[src/design/ctlk_pkg.sv]
`default_nettype none
// ----------------------------------------------------------------------------
// ctlk_pkg
// Shared types, codes and CRC8 helpers for the CAN torque command link.
// ----------------------------------------------------------------------------
package ctlk_pkg;

  localparam int COUNTER_BITS = 4;

  localparam logic [7:0]  CRC_INIT     = 8'hFF;
  localparam logic [7:0]  CRC_POLY     = 8'hD5;
  localparam logic [31:0] MAGIC_ENTRY  = 32'hdeadface;
  localparam logic [31:0] MAGIC_SOFT   = 32'h0ab00b1e;
  localparam logic [31:0] MAGIC_BOOT   = 32'h02b00b1e;
  localparam logic [31:0] MAGIC_PARAMS = 32'hca55e77e;

  localparam logic [10:0] ACCEPT_ID_RESET     = 11'h200;
  localparam logic [7:0]  TIMEOUT_LIMIT_RESET = 8'd10;

  // event codes on the input op field
  localparam logic [1:0] OP_FRAME  = 2'd0;
  localparam logic [1:0] OP_TICK   = 2'd1;
  localparam logic [1:0] OP_BUSERR = 2'd2;

  // register map, decoded on paddr[2]
  localparam logic REG_ACCEPT_ID     = 1'b0;
  localparam logic REG_TIMEOUT_LIMIT = 1'b1;

  localparam logic [2:0] FLT_NONE     = 3'd0;
  localparam logic [2:0] FLT_CHECKSUM = 3'd1;
  localparam logic [2:0] FLT_SEND     = 3'd2;
  localparam logic [2:0] FLT_BUSERR   = 3'd3;
  localparam logic [2:0] FLT_STARTUP  = 3'd4;
  localparam logic [2:0] FLT_TIMEOUT  = 3'd5;
  localparam logic [2:0] FLT_INVALID  = 3'd6;

  localparam logic [1:0] REBOOT_NONE = 2'd0;
  localparam logic [1:0] REBOOT_SOFT = 2'd1;
  localparam logic [1:0] REBOOT_BOOT = 2'd2;

  typedef logic [COUNTER_BITS-1:0] cnt_t;

  typedef struct packed {
    logic [1:0]  op;
    logic [10:0] frame_id;
    logic [31:0] payload_low;
    logic [31:0] payload_high;
    logic [11:0] torque_a;
    logic [11:0] torque_b;
    logic        mailbox_free;
  } in_item_t;

  typedef struct packed {
    logic [15:0] torque_request;
    logic [2:0]  fault_code;
    logic        tx_valid;
    logic [47:0] tx_payload;
    logic [1:0]  reboot_request;
    logic        led_level;
  } out_item_t;

  typedef enum logic [2:0] {
    CLS_NOP,
    CLS_FRAME,
    CLS_TICK,
    CLS_BUSERR,
    CLS_REBOOT
  } item_cls_t;

  // classified request handed from front to back
  typedef struct packed {
    item_cls_t   cls;
    logic [1:0]  reboot;
    logic        crc_ok;
    cnt_t        idx;
    logic        en;
    logic [15:0] v0;
    logic        cmd_zero;
    logic [11:0] torque_a;
    logic [11:0] torque_b;
    logic        mailbox_free;
  } cls_item_t;

  function automatic logic [7:0] crc8_byte(input logic [7:0] c_in, input logic [7:0] d);
    logic [7:0] c;
    c = c_in ^ d;
    for (int k = 0; k < 8; k++) begin
      c = c[7] ? ({c[6:0], 1'b0} ^ CRC_POLY) : {c[6:0], 1'b0};
    end
    return c;
  endfunction

  // bytes fed from byte 4 down to byte 0; byte 0 in bits 7..0
  function automatic logic [7:0] crc8_five(input logic [39:0] b);
    logic [7:0] c;
    c = CRC_INIT;
    for (int i = 4; i >= 0; i--) begin
      c = crc8_byte(c, b[i*8 +: 8]);
    end
    return c;
  endfunction

endpackage
`default_nettype wire

[src/design/ctlk_front.sv]
`default_nettype none
// ----------------------------------------------------------------------------
// ctlk_front
// Classifies incoming events: ID filter, reboot magic, frame CRC and fields.
// ----------------------------------------------------------------------------
module ctlk_front (
  input  wire ctlk_pkg::in_item_t  in_item,
  input  wire logic [10:0]         accept_id,
  output ctlk_pkg::cls_item_t      cls_item
);
  import ctlk_pkg::*;

  logic [31:0] lo;
  logic [31:0] hi;
  logic        magic_soft;
  logic        magic_boot;

  assign lo = in_item.payload_low;
  assign hi = in_item.payload_high;

  assign magic_soft = (lo == MAGIC_ENTRY) && ((hi == MAGIC_SOFT) || (hi == MAGIC_PARAMS));
  assign magic_boot = (lo == MAGIC_ENTRY) && (hi == MAGIC_BOOT);

  always_comb begin
    cls_item              = '0;
    cls_item.cls          = CLS_NOP;
    cls_item.reboot       = REBOOT_NONE;
    cls_item.crc_ok       = (crc8_five({hi[7:0], lo}) == hi[15:8]);
    cls_item.idx          = hi[COUNTER_BITS-1:0];
    cls_item.en           = hi[7];
    cls_item.v0           = {lo[7:0], lo[15:8]};
    cls_item.cmd_zero     = (lo == 32'd0);
    cls_item.torque_a     = in_item.torque_a;
    cls_item.torque_b     = in_item.torque_b;
    cls_item.mailbox_free = in_item.mailbox_free;
    case (in_item.op)
      OP_FRAME: begin
        if (in_item.frame_id == accept_id) begin
          if (magic_soft) begin
            cls_item.cls    = CLS_REBOOT;
            cls_item.reboot = REBOOT_SOFT;
          end else if (magic_boot) begin
            cls_item.cls    = CLS_REBOOT;
            cls_item.reboot = REBOOT_BOOT;
          end else begin
            cls_item.cls = CLS_FRAME;
          end
        end
      end
      OP_TICK:   cls_item.cls = CLS_TICK;
      OP_BUSERR: cls_item.cls = CLS_BUSERR;
      default:   cls_item.cls = CLS_NOP;
    endcase
  end

endmodule
`default_nettype wire

[src/design/ctlk_queue.sv]
`default_nettype none
// ----------------------------------------------------------------------------
// ctlk_queue
// Two-entry queue of classified requests between front and back.
// ----------------------------------------------------------------------------
module ctlk_queue (
  input  wire logic                 clk,
  input  wire logic                 rst_n,
  input  wire logic                 push,
  input  wire ctlk_pkg::cls_item_t  wr_item,
  output logic                      full,
  input  wire logic                 pop,
  output ctlk_pkg::cls_item_t       rd_item,
  output logic                      empty
);
  import ctlk_pkg::*;

  cls_item_t  mem_r [2];
  logic       wptr_r, wptr_nxt;
  logic       rptr_r, rptr_nxt;
  logic [1:0] count_r, count_nxt;
  logic       do_push;
  logic       do_pop;

  assign full    = (count_r == 2'd2);
  assign empty   = (count_r == 2'd0);
  assign rd_item = mem_r[rptr_r];
  assign do_push = push && !full;
  assign do_pop  = pop && !empty;

  always_comb begin
    wptr_nxt  = wptr_r ^ do_push;
    rptr_nxt  = rptr_r ^ do_pop;
    count_nxt = count_r + 2'(do_push) - 2'(do_pop);
  end

  always_ff @(posedge clk) begin
    if (!rst_n) begin
      wptr_r  <= 1'b0;
      rptr_r  <= 1'b0;
      count_r <= 2'd0;
    end else begin
      wptr_r  <= wptr_nxt;
      rptr_r  <= rptr_nxt;
      count_r <= count_nxt;
    end
  end

  always_ff @(posedge clk) begin
    if (do_push) begin
      mem_r[wptr_r] <= wr_item;
    end
  end

endmodule
`default_nettype wire

[src/design/ctlk_back.sv]
`default_nettype none
// ----------------------------------------------------------------------------
// ctlk_back
// Applies classified requests to the link state and queues the results.
// ----------------------------------------------------------------------------
module ctlk_back (
  input  wire logic                 clk,
  input  wire logic                 rst_n,
  input  wire logic [7:0]           timeout_limit,
  input  wire ctlk_pkg::cls_item_t  req,
  input  wire logic                 req_empty,
  output logic                      req_pop,
  output ctlk_pkg::out_item_t       out_item,
  output logic                      out_empty,
  input  wire logic                 out_pop
);
  import ctlk_pkg::*;

  logic [2:0]  fault_r, fault_nxt;
  logic [15:0] torque_r, torque_nxt;
  logic [7:0]  silence_r, silence_nxt;
  cnt_t        rx_cnt_r, rx_cnt_nxt;
  cnt_t        tx_cnt_r, tx_cnt_nxt;
  logic        led_r, led_nxt;

  out_item_t   oq_r [2];
  logic        oq_wptr_r, oq_rptr_r;
  logic [1:0]  oq_count_r, oq_count_nxt;
  logic        oq_pop;
  out_item_t   res;
  logic [7:0]  st_b4;
  logic [39:0] st_bytes;

  assign req_pop   = !req_empty && (oq_count_r != 2'd2);
  assign out_empty = (oq_count_r == 2'd0);
  assign out_item  = oq_r[oq_rptr_r];
  assign oq_pop    = out_pop && !out_empty;

  // status frame bytes 4..0, byte 0 in bits 7..0
  assign st_b4    = {1'b0, fault_r, 4'b0000} | 8'(tx_cnt_r);
  assign st_bytes = {st_b4, req.torque_b[7:0], 4'b0000, req.torque_b[11:8],
                     req.torque_a[7:0], 4'b0000, req.torque_a[11:8]};

  always_comb begin
    fault_nxt   = fault_r;
    torque_nxt  = torque_r;
    silence_nxt = silence_r;
    rx_cnt_nxt  = rx_cnt_r;
    tx_cnt_nxt  = tx_cnt_r;
    led_nxt     = led_r;
    res         = '0;
    res.reboot_request = REBOOT_NONE;
    case (req.cls)
      CLS_REBOOT: res.reboot_request = req.reboot;
      CLS_FRAME: begin
        if (req.crc_ok) begin
          if (cnt_t'(rx_cnt_r + 1'b1) == req.idx) begin
            if (req.en) begin
              torque_nxt = req.v0;
            end else begin
              fault_nxt  = req.cmd_zero ? FLT_NONE : FLT_INVALID;
              torque_nxt = 16'd0;
            end
            silence_nxt = 8'd0;
          end
          rx_cnt_nxt = req.idx;
        end else begin
          fault_nxt = FLT_CHECKSUM;
        end
      end
      CLS_TICK: begin
        if (req.mailbox_free) begin
          res.tx_valid   = 1'b1;
          res.tx_payload = {crc8_five(st_bytes), st_bytes};
          tx_cnt_nxt     = cnt_t'(tx_cnt_r + 1'b1);
        end else begin
          fault_nxt = FLT_SEND;
        end
        led_nxt = !led_r;
        // timeout wins over a send fault on the same tick
        if (silence_r == timeout_limit) begin
          fault_nxt = FLT_TIMEOUT;
        end else begin
          silence_nxt = silence_r + 8'd1;
        end
      end
      CLS_BUSERR: fault_nxt = FLT_BUSERR;
      default: ;
    endcase
    res.torque_request = torque_nxt;
    res.fault_code     = fault_nxt;
    res.led_level      = led_nxt;
    oq_count_nxt       = oq_count_r + 2'(req_pop) - 2'(oq_pop);
  end

  always_ff @(posedge clk) begin
    if (!rst_n) begin
      fault_r    <= FLT_STARTUP;
      torque_r   <= 16'd0;
      silence_r  <= 8'd0;
      rx_cnt_r   <= '0;
      tx_cnt_r   <= '0;
      led_r      <= 1'b0;
      oq_wptr_r  <= 1'b0;
      oq_rptr_r  <= 1'b0;
      oq_count_r <= 2'd0;
    end else begin
      if (req_pop) begin
        fault_r   <= fault_nxt;
        torque_r  <= torque_nxt;
        silence_r <= silence_nxt;
        rx_cnt_r  <= rx_cnt_nxt;
        tx_cnt_r  <= tx_cnt_nxt;
        led_r     <= led_nxt;
      end
      oq_wptr_r  <= oq_wptr_r ^ req_pop;
      oq_rptr_r  <= oq_rptr_r ^ oq_pop;
      oq_count_r <= oq_count_nxt;
    end
  end

  always_ff @(posedge clk) begin
    if (req_pop) begin
      oq_r[oq_wptr_r] <= res;
    end
  end

endmodule
`default_nettype wire

[src/design/can_torque_command_link_core.sv]
`default_nettype none
// ----------------------------------------------------------------------------
// can_torque_command_link_core
// CAN command frame supervision (CRC8, rolling counter, timeout) and status
// frame generation, behind queue-style request and result channels.
// ----------------------------------------------------------------------------
// Path: a classified request lands in the request queue, and its back update
//   lands in the result queue; the back stalls while the result queue is full.
// Throughput: one request per cycle, set by the back update, while the result queue has room.
// Reset (rst_n low, synchronous): queues empty, fault = startup, torque,
//   counters and LED zero, accept_id = 0x200, timeout_limit = 10.
// ----------------------------------------------------------------------------
module can_torque_command_link_core (
  input  wire logic                clk,
  input  wire logic                rst_n,
  input  wire logic                in_push,
  input  wire ctlk_pkg::in_item_t  in_data,
  output logic                     in_full,
  output logic                     out_empty,
  input  wire logic                out_pop,
  output ctlk_pkg::out_item_t      out_data,
  input  wire logic                cfg_psel,
  input  wire logic                cfg_penable,
  input  wire logic                cfg_pwrite,
  input  wire logic [2:0]          cfg_paddr,
  input  wire logic [31:0]         cfg_pwdata,
  output logic [31:0]              cfg_prdata,
  output logic                     cfg_pready
);
  import ctlk_pkg::*;

  logic [10:0] accept_id_r;
  logic [7:0]  timeout_limit_r;
  logic        cfg_wr;
  cls_item_t   front_item;
  cls_item_t   q_item;
  logic        q_empty;
  logic        q_pop;

  assign cfg_pready = 1'b1;
  assign cfg_wr     = cfg_psel && cfg_penable && cfg_pwrite && cfg_pready;

  always_ff @(posedge clk) begin
    if (!rst_n) begin
      accept_id_r     <= ACCEPT_ID_RESET;
      timeout_limit_r <= TIMEOUT_LIMIT_RESET;
    end else if (cfg_wr) begin
      case (cfg_paddr[2])
        REG_ACCEPT_ID:     accept_id_r     <= cfg_pwdata[10:0];
        REG_TIMEOUT_LIMIT: timeout_limit_r <= cfg_pwdata[7:0];
        default: ;
      endcase
    end
  end

  always_comb begin
    case (cfg_paddr[2])
      REG_ACCEPT_ID:     cfg_prdata = {21'd0, accept_id_r};
      REG_TIMEOUT_LIMIT: cfg_prdata = {24'd0, timeout_limit_r};
      default:           cfg_prdata = 32'd0;
    endcase
  end

  ctlk_front u_front (
    .in_item   (in_data),
    .accept_id (accept_id_r),
    .cls_item  (front_item)
  );

  ctlk_queue u_queue (
    .clk     (clk),
    .rst_n   (rst_n),
    .push    (in_push),
    .wr_item (front_item),
    .full    (in_full),
    .pop     (q_pop),
    .rd_item (q_item),
    .empty   (q_empty)
  );

  ctlk_back u_back (
    .clk           (clk),
    .rst_n         (rst_n),
    .timeout_limit (timeout_limit_r),
    .req           (q_item),
    .req_empty     (q_empty),
    .req_pop       (q_pop),
    .out_item      (out_data),
    .out_empty     (out_empty),
    .out_pop       (out_pop)
  );

  a_reset_empty: assert property (@(posedge clk) !rst_n |=> (out_empty && !in_full))
    else $error("queues not empty after reset");

  a_no_tx_zero: assert property (@(posedge clk) disable iff (!rst_n)
    (!out_empty && !out_data.tx_valid) |-> (out_data.tx_payload == 48'd0))
    else $error("status payload nonzero without tx_valid");

  a_reboot_no_tx: assert property (@(posedge clk) disable iff (!rst_n)
    (!out_empty && (out_data.reboot_request != REBOOT_NONE)) |-> !out_data.tx_valid)
    else $error("reboot request together with status frame");

  a_back_drains: assert property (@(posedge clk) disable iff (!rst_n)
    (!q_empty && out_empty) |-> q_pop)
    else $error("back stalled with room in result queue");

endmodule
`default_nettype wire
[config.mk]
export PLATFORM = sky130hd
export DESIGN_NAME = can_torque_command_link_core
export DESIGN_NICKNAME = d
export VERILOG_FILES = /design/src/design/ctlk_pkg.sv /design/src/design/ctlk_front.sv /design/src/design/ctlk_queue.sv /design/src/design/ctlk_back.sv /design/src/design/can_torque_command_link_core.sv
export SDC_FILE = /design/constraint.sdc
export NUM_CORES = 1
export LEC_CHECK = 0
export ABC_AREA = 1
export BUFFER_PORTS_ARGS = -buffer_cell sky130_fd_sc_hd__clkbuf_2
export CORE_ASPECT_RATIO = 1.4
export CORE_MARGIN = 10
export CORE_UTILIZATION = 45
export DETAILED_ROUTE_END_ITERATION = 10
export GPL_ROUTABILITY_DRIVEN = 0
export PLACE_DENSITY = 0.67
export SYNTH_ARGS = -nofsm -noshare
export SYNTH_HDL_FRONTEND = slang
export SYNTH_HIERARCHICAL = 1
export SYNTH_SLANG_ARGS = --single-unit
[constraint.sdc]
create_clock -name clk -period 6.7 [get_ports clk]
set_input_delay 2.01 -clock clk [delete_from_list [all_inputs] [get_ports clk]]
set_output_delay 2.01 -clock clk [all_outputs]
set_load 0.01 [all_outputs]
# Yosys cells after proc, flatten, opt, wreduce, memory -nomap -nowiden
# Memory sizes are Yosys's and may differ from the RTL's. A register that Yosys moved wholly into a read port is not among the register bits.
# Index checks and enable logic that the tools add are counted.
# op_classes
addsub	7
n_reduce_logical	23
eq_ne	19
mux	112
bitwise_logic	96
# op_table
cell	n
2-to-1 mux 8 bit	83
NOT 5 bit	80
2-to-1 mux 49 bit	2
== test 32 bit (second input constant)	2
2-to-1 mux 16 bit	4
one-hot mux 32 bit (2 select lines)	1
XOR 8 bit	6
== test 32 x 26 -> 1 bit (second input constant)	1
== test 32 x 28 -> 1 bit (second input constant)	1
zero test 32 bit	1
2-to-1 mux 3 bit	7
one-hot mux 3 bit (3 select lines)	2
== test 8 bit	2
NOT 8 bit	2
one-hot mux 8 bit (2 select lines)	1
XOR 8 x 4 -> 8 bit	2
== test 11 bit	1
2-to-1 mux 5 bit	2
adder 4 x 1 -> 4 bit (second input constant)	2
adder 8 x 1 -> 8 bit (second input constant)	1
logical AND 1 bit	8
2-to-1 mux 1 bit	7
OR 7 x 4 -> 7 bit	1
== test 3 x 2 -> 1 bit (second input constant)	2
other kinds (19)	36
# word_totals
ramBits	248
mem_count	2
reg_bits	63
# mem_list
memory	words	width	rd	rd_ports_with_merged_regs	write_ports	line_no	rtl
u_back.oq_r	2	71	1	1	1	ctlk_back.sv:26	out_item_t oq_r [2];
u_queue.mem_r	2	53	1	1	1	ctlk_queue.sv:18	cls_item_t mem_r [2];

# Longest topological paths before layout
# logic_depth
ltp_word	88
ltp_mapped	64
ltp_nobuf	64

# By module
# Netlist, hierarchy kept.
# by_module_without_submodules
module	seq_area_each_um2	cells_each	area_each_um2	n_inst
ctlk_back	4544.4	985	9215.1	1
ctlk_queue	3283.1	202	4339.2	1
ctlk_front	0.0	662	3500.9	1
can_torque_command_link_core	380.4	171	1111.1	1

# Least setup slack after synthesis
# No wires, ideal clock.
# synth_timing
kind	input -> register
start	in in_data[32] (netlist name)
end	mem u_queue/mem_r[0][47] (netlist name) (data pin)
path_stages	59
setup_ps	257
n_path_buf	0
arrival_ps	6627
setup_slack_ps	-185
path_cell_list	inv_1 -> ha_1 -> inv_1 -> nand2_1 -> nand3_1 -> nand2_2 -> nand2_1 -> nand2_2 -> nand2_1 -> nand2_1 -> nand2_1 -> nand2_1 -> nand2_1 -> nand2_2 -> inv_2 -> nand2_1 -> nand2_2 -> nand2_1 -> (+23 left out) -> nand2_2 -> nand2_2 -> nand2_4 -> nand2_1 -> nand3_1 -> nand2_1 -> nand2_1 -> nand3_1 -> nand3_1 -> nand3_1 -> nand2_2 -> nand2_2 -> nand2_1 -> nand2_1 -> nand2_1 -> nor2_2 -> nand2_1 -> nor2_1
# synth_lines
item	line_no	rtl
start, declared	can_torque_command_link_core.sv:17	input wire ctlk_pkg::in_item_t in_data,
end, declared	ctlk_queue.sv:18	

==> flow_summary.json <==
{
  "hold_path.class": "register to register",
  "io_pins": 250,
  "status": "finished with violations",
  "grt_max_degree": 47,
  "dieArea_mm2": 0.0489,
  "ys_async_sr_fraction_pct": 0,
  "synth_warnings": 6,
  "hold_viol_final": 0,
  "initial_core_util_pct": 45.3,
  "die_y_um": 258,
  "drtIter0Drc": 789,
  "layout-drive-gt1-share_pct": 35.7,
  "yosysTopAreaCell": "edfxtp_1",
  "path_clk_slew_ns": 0.07,
  "worstMarginPinSlew_ns": 1.04,
  "fill_cells": 3589,
  "hold_path_end": "u_back/oq_count_r[1]",
  "clk_path_buf_depth": 3,
  "cts-buffers-inserted": 28,
  "rsz0062_at_grt": "true",
  "io_buffers": 195,
  "finalCriticalPeriod_ns": 7.17,
  "grt_pass1_wl_um": 68800,
  "vias_per_cell": 5.06,
  "grt_pass1_vias": 14180,
  "totalWireLength_um": 44000,
  "setup_slack_ns": -0.465,
  "reg2reg_depth": 34,
  "layout.cells.non_filler": 2803,
  "row_count": 87,
  "max_stage_delay_ns": 0.35,
  "dpl.hpwl_um": 32600,
  "arrival_ns": 7.50,
  "crit_fanout": 6,
  "vias": 14191,
  "hold_depth": 1,
  "clk_latency_ns": 0.59,
  "yosysTopAreaCellShare_pct": 38.0,
  "yosysUniqueCellTypes": 50,
  "cts-htree-levels": 1,
  "cts.sinks": 295,
  "skew_ns": 0.0359,
  "cts_hold_buf": 0,
  "hold_path_startpoint": "u_back/oq_count_r[1]",
  "worst-endpoint-required_ns": 7.03,
  "cts-root-buf": "clkbuf_16",
  "netlist_area_mm2": 0.0182,
  "antenna_found_initial": 1,
  "cap_viol_max_count": 0,
  "synth_area_per_cell_um2": 8.99,
  "r2r_end": "u_back/oq_r[0][47]",
  "syn_inst": 2020,
  "core_mm2": 0.0401,
  "synthToLayoutAreaGrowth_pct": 19.5,
  "synthFlopType": "edfxtp_1",
  "slowest_stage": "ha_4",
  "fin_crit_sh_pct": 107,
  "synth_edf_count": 230,
  "grt_util_all_layers_pct": 17.1,
  "finalSetupViolations": 2,
  "ys_seq_area_share_pct": 45.2,
  "rrSetupSlack_ns": 1.37,
  "max_slew_margin_pct": 30.5,
  "die_w_um": 190,
  "nNetsFinal": 2405,
  "fmax_mhz": 140,
  "placed_cells": 2726,
  "slew_violations": 0,
  "end_kind": "register",
  "crit_path_frequent_cell": "nand2_4",
  "violations": "negative setup slack",
  "wl_per_cell_um": 15.7,
  "cp-start-kind": "primary input",
  "first_pass_iters": 5,
  "grt.overflow.total": 0,
  "postRouteAntennaNets": 0,
  "synth_area_leaders": "edfxtp_1, nand2_1, dfxtp_1, nand3_1, inv_1",
  "worstSetupPathType": "primary input to register",
  "route.detailed.drc": 0,
  "synth_seq_cells": 295,
  "cts_tree": "done"
}
[state kept, by name (all words and copies together), names as in the netlist, named ones only]
name	count
u_back/oq_count_r	2
u_back/oq_wptr_r	1
timeout_limit_r	8
u_back/oq_rptr_r	1
u_back/rx_cnt_r	4
accept_id_r	11
u_queue/mem_r	106
u_back/oq_r	124
u_queue/wptr_r	1
u_queue/rptr_r	1
u_queue/count_r	2
u_back/silence_r	8
u_back/led_r	1
u_back/torque_r	16
u_back/tx_cnt_r	4
u_back/fault_r	3
[worst max path at each step]
| stage | from | to | slack [ns] | depth (start not counted) |
|---|---|---|---|---|
| floorplan | in_data[32] | u_queue/mem_r[0][47] | -0.12 | 59 |
| global placement | in_data[32] | u_queue/mem_r[0][47] | -0.77 | 60 |
| detailed placement | in_data[32] | u_queue/mem_r[1][47] | -0.99 | 60 |
| CTS | in_data[32] | u_queue/mem_r[0][47] | -0.18 | 62 |
| global route | in_data[30] | u_queue/mem_r[0][47] | -0.78 | 51 |
| finish | in_data[32] | u_queue/mem_r[0][47] | -0.47 | 54 |
[placed cells by master, fill, tap and decap left out, drive strengths merged, types with 2 or more instances in the layout]
master,synthesis,layout
a21oi,41,41
buf,93,91
bufinv,0,2
clkbuf,23,226
clkinv,0,13
clkinvlp,0,3
conb,3,31
dfxtp,65,65
edfxtp,230,230
ha,15,15
inv,254,255
mux2,115,115
nand2,559,559
nand3,255,255
nand3b,9,9
nand4,17,17
nor2,132,132
nor3,14,14
nor3b,3,3
nor4,19,19
o21ai,57,57
o22ai,3,3
or2,4,4
xnor2,26,26
xnor3,5,5
xor2,68,68
[metrics by stage]
stage	area [um^2]	utilization (%)	setup TNS (ns)	hold WS, ns	setup slack (ns)
global route	21700	54.2	-1.55	0.522	-0.784
detailed placement	19600	48.9	-1.98	0.475	-0.989
CTS	21000	52.3	-0.330	0.497	-0.176
finish	21700	54.2	-0.914	0.493	-0.465
floorplan	18300	-	-0.234	0.452	-0.117
global placement	19600	48.9	-1.54	0.468	-0.770
[Yosys cell counts (2+ instances only)]
| cell | count |
|---|---|
| edfxtp_1 | 230 |
| inv_2 | 25 |
| nand2_4 | 16 |
| conb_1 | 3 |
| nand4_1 | 17 |
| buf_2 | 2 |
| nor2_1 | 126 |
| dfxtp_1 | 65 |
| nor3b_1 | 3 |
| nand3_2 | 22 |
| o22ai_1 | 3 |
| ha_1 | 15 |
| mux2_4 | 50 |
| buf_12 | 5 |
| buf_1 | 2 |
| xnor2_1 | 25 |
| nor3_1 | 14 |
| inv_1 | 229 |
| nor2_4 | 2 |
| nand2_1 | 441 |
| nand2_8 | 5 |
| nor2_2 | 4 |
| or2_2 | 2 |
| clkbuf_1 | 22 |
| nor4_1 | 19 |
| buf_4 | 81 |
| o21ai_0 | 57 |
| xor2_1 | 60 |
| nand3b_1 | 9 |
| buf_6 | 3 |
| nand3_1 | 232 |
| mux2_2 | 65 |
| xor2_2 | 8 |
| xnor3_1 | 5 |
| nand2_2 | 97 |
| a21oi_1 | 41 |
| or2_1 | 2 |
[routing by layer]
metal	vias up	GRT usage [%]	share of wire (%)
met3	92	2.82	5.4
met2	424	32.3	53
met1	6659	18.2	38
li1	7016	-	-
met4	0	7.05	3.4
met5	-	0	0
[critical path, delay by kind of cell]
family,cells,cell delay [ns]
compound gates,1,0.13
buf+inv,6,0.50
simple gates,46,4.49
fa+ha+maj,1,0.35
[cell type report]
cell class | count | area (um^2) | share of cell area (%)
repair buffers | 284 | 1680 | 7.72
clock inverters | 19 | 208 | 0.957
inverters | 254 | 973 | 4.48
clock buffers | 33 | 751 | 3.46
flip-flops and latches | 295 | 8210 | 37.8
multi-input cells | 1383 | 9220 | 42.5
diodes | 1 | 2.50 | 0.0115
well taps | 534 | 668 | 3.08
[cell families after synthesis]
logic type	share of synthesized area, %
simple gates	26.9
buf+inv	9.91
flops	45.2
mux	8.16
compound gates	3.07
xor+xnor	5.65
fa+ha+maj	1.03
other cells	0.0620
[repair_timing]
| action | in CTS | in global routing |
|---|---|---|
| gates resized for setup | 89 | 169 |
| pin swaps | 46 | 93 |
| setup buffers | 14 | 10 |
| setup endpoints to repair | 2 | 2 |
| endpoints found under the hold margin | 0 | 0 |
Power is not shown: default switching activity piles up to over one toggle a cycle in this logic, so the estimate is an artifact.
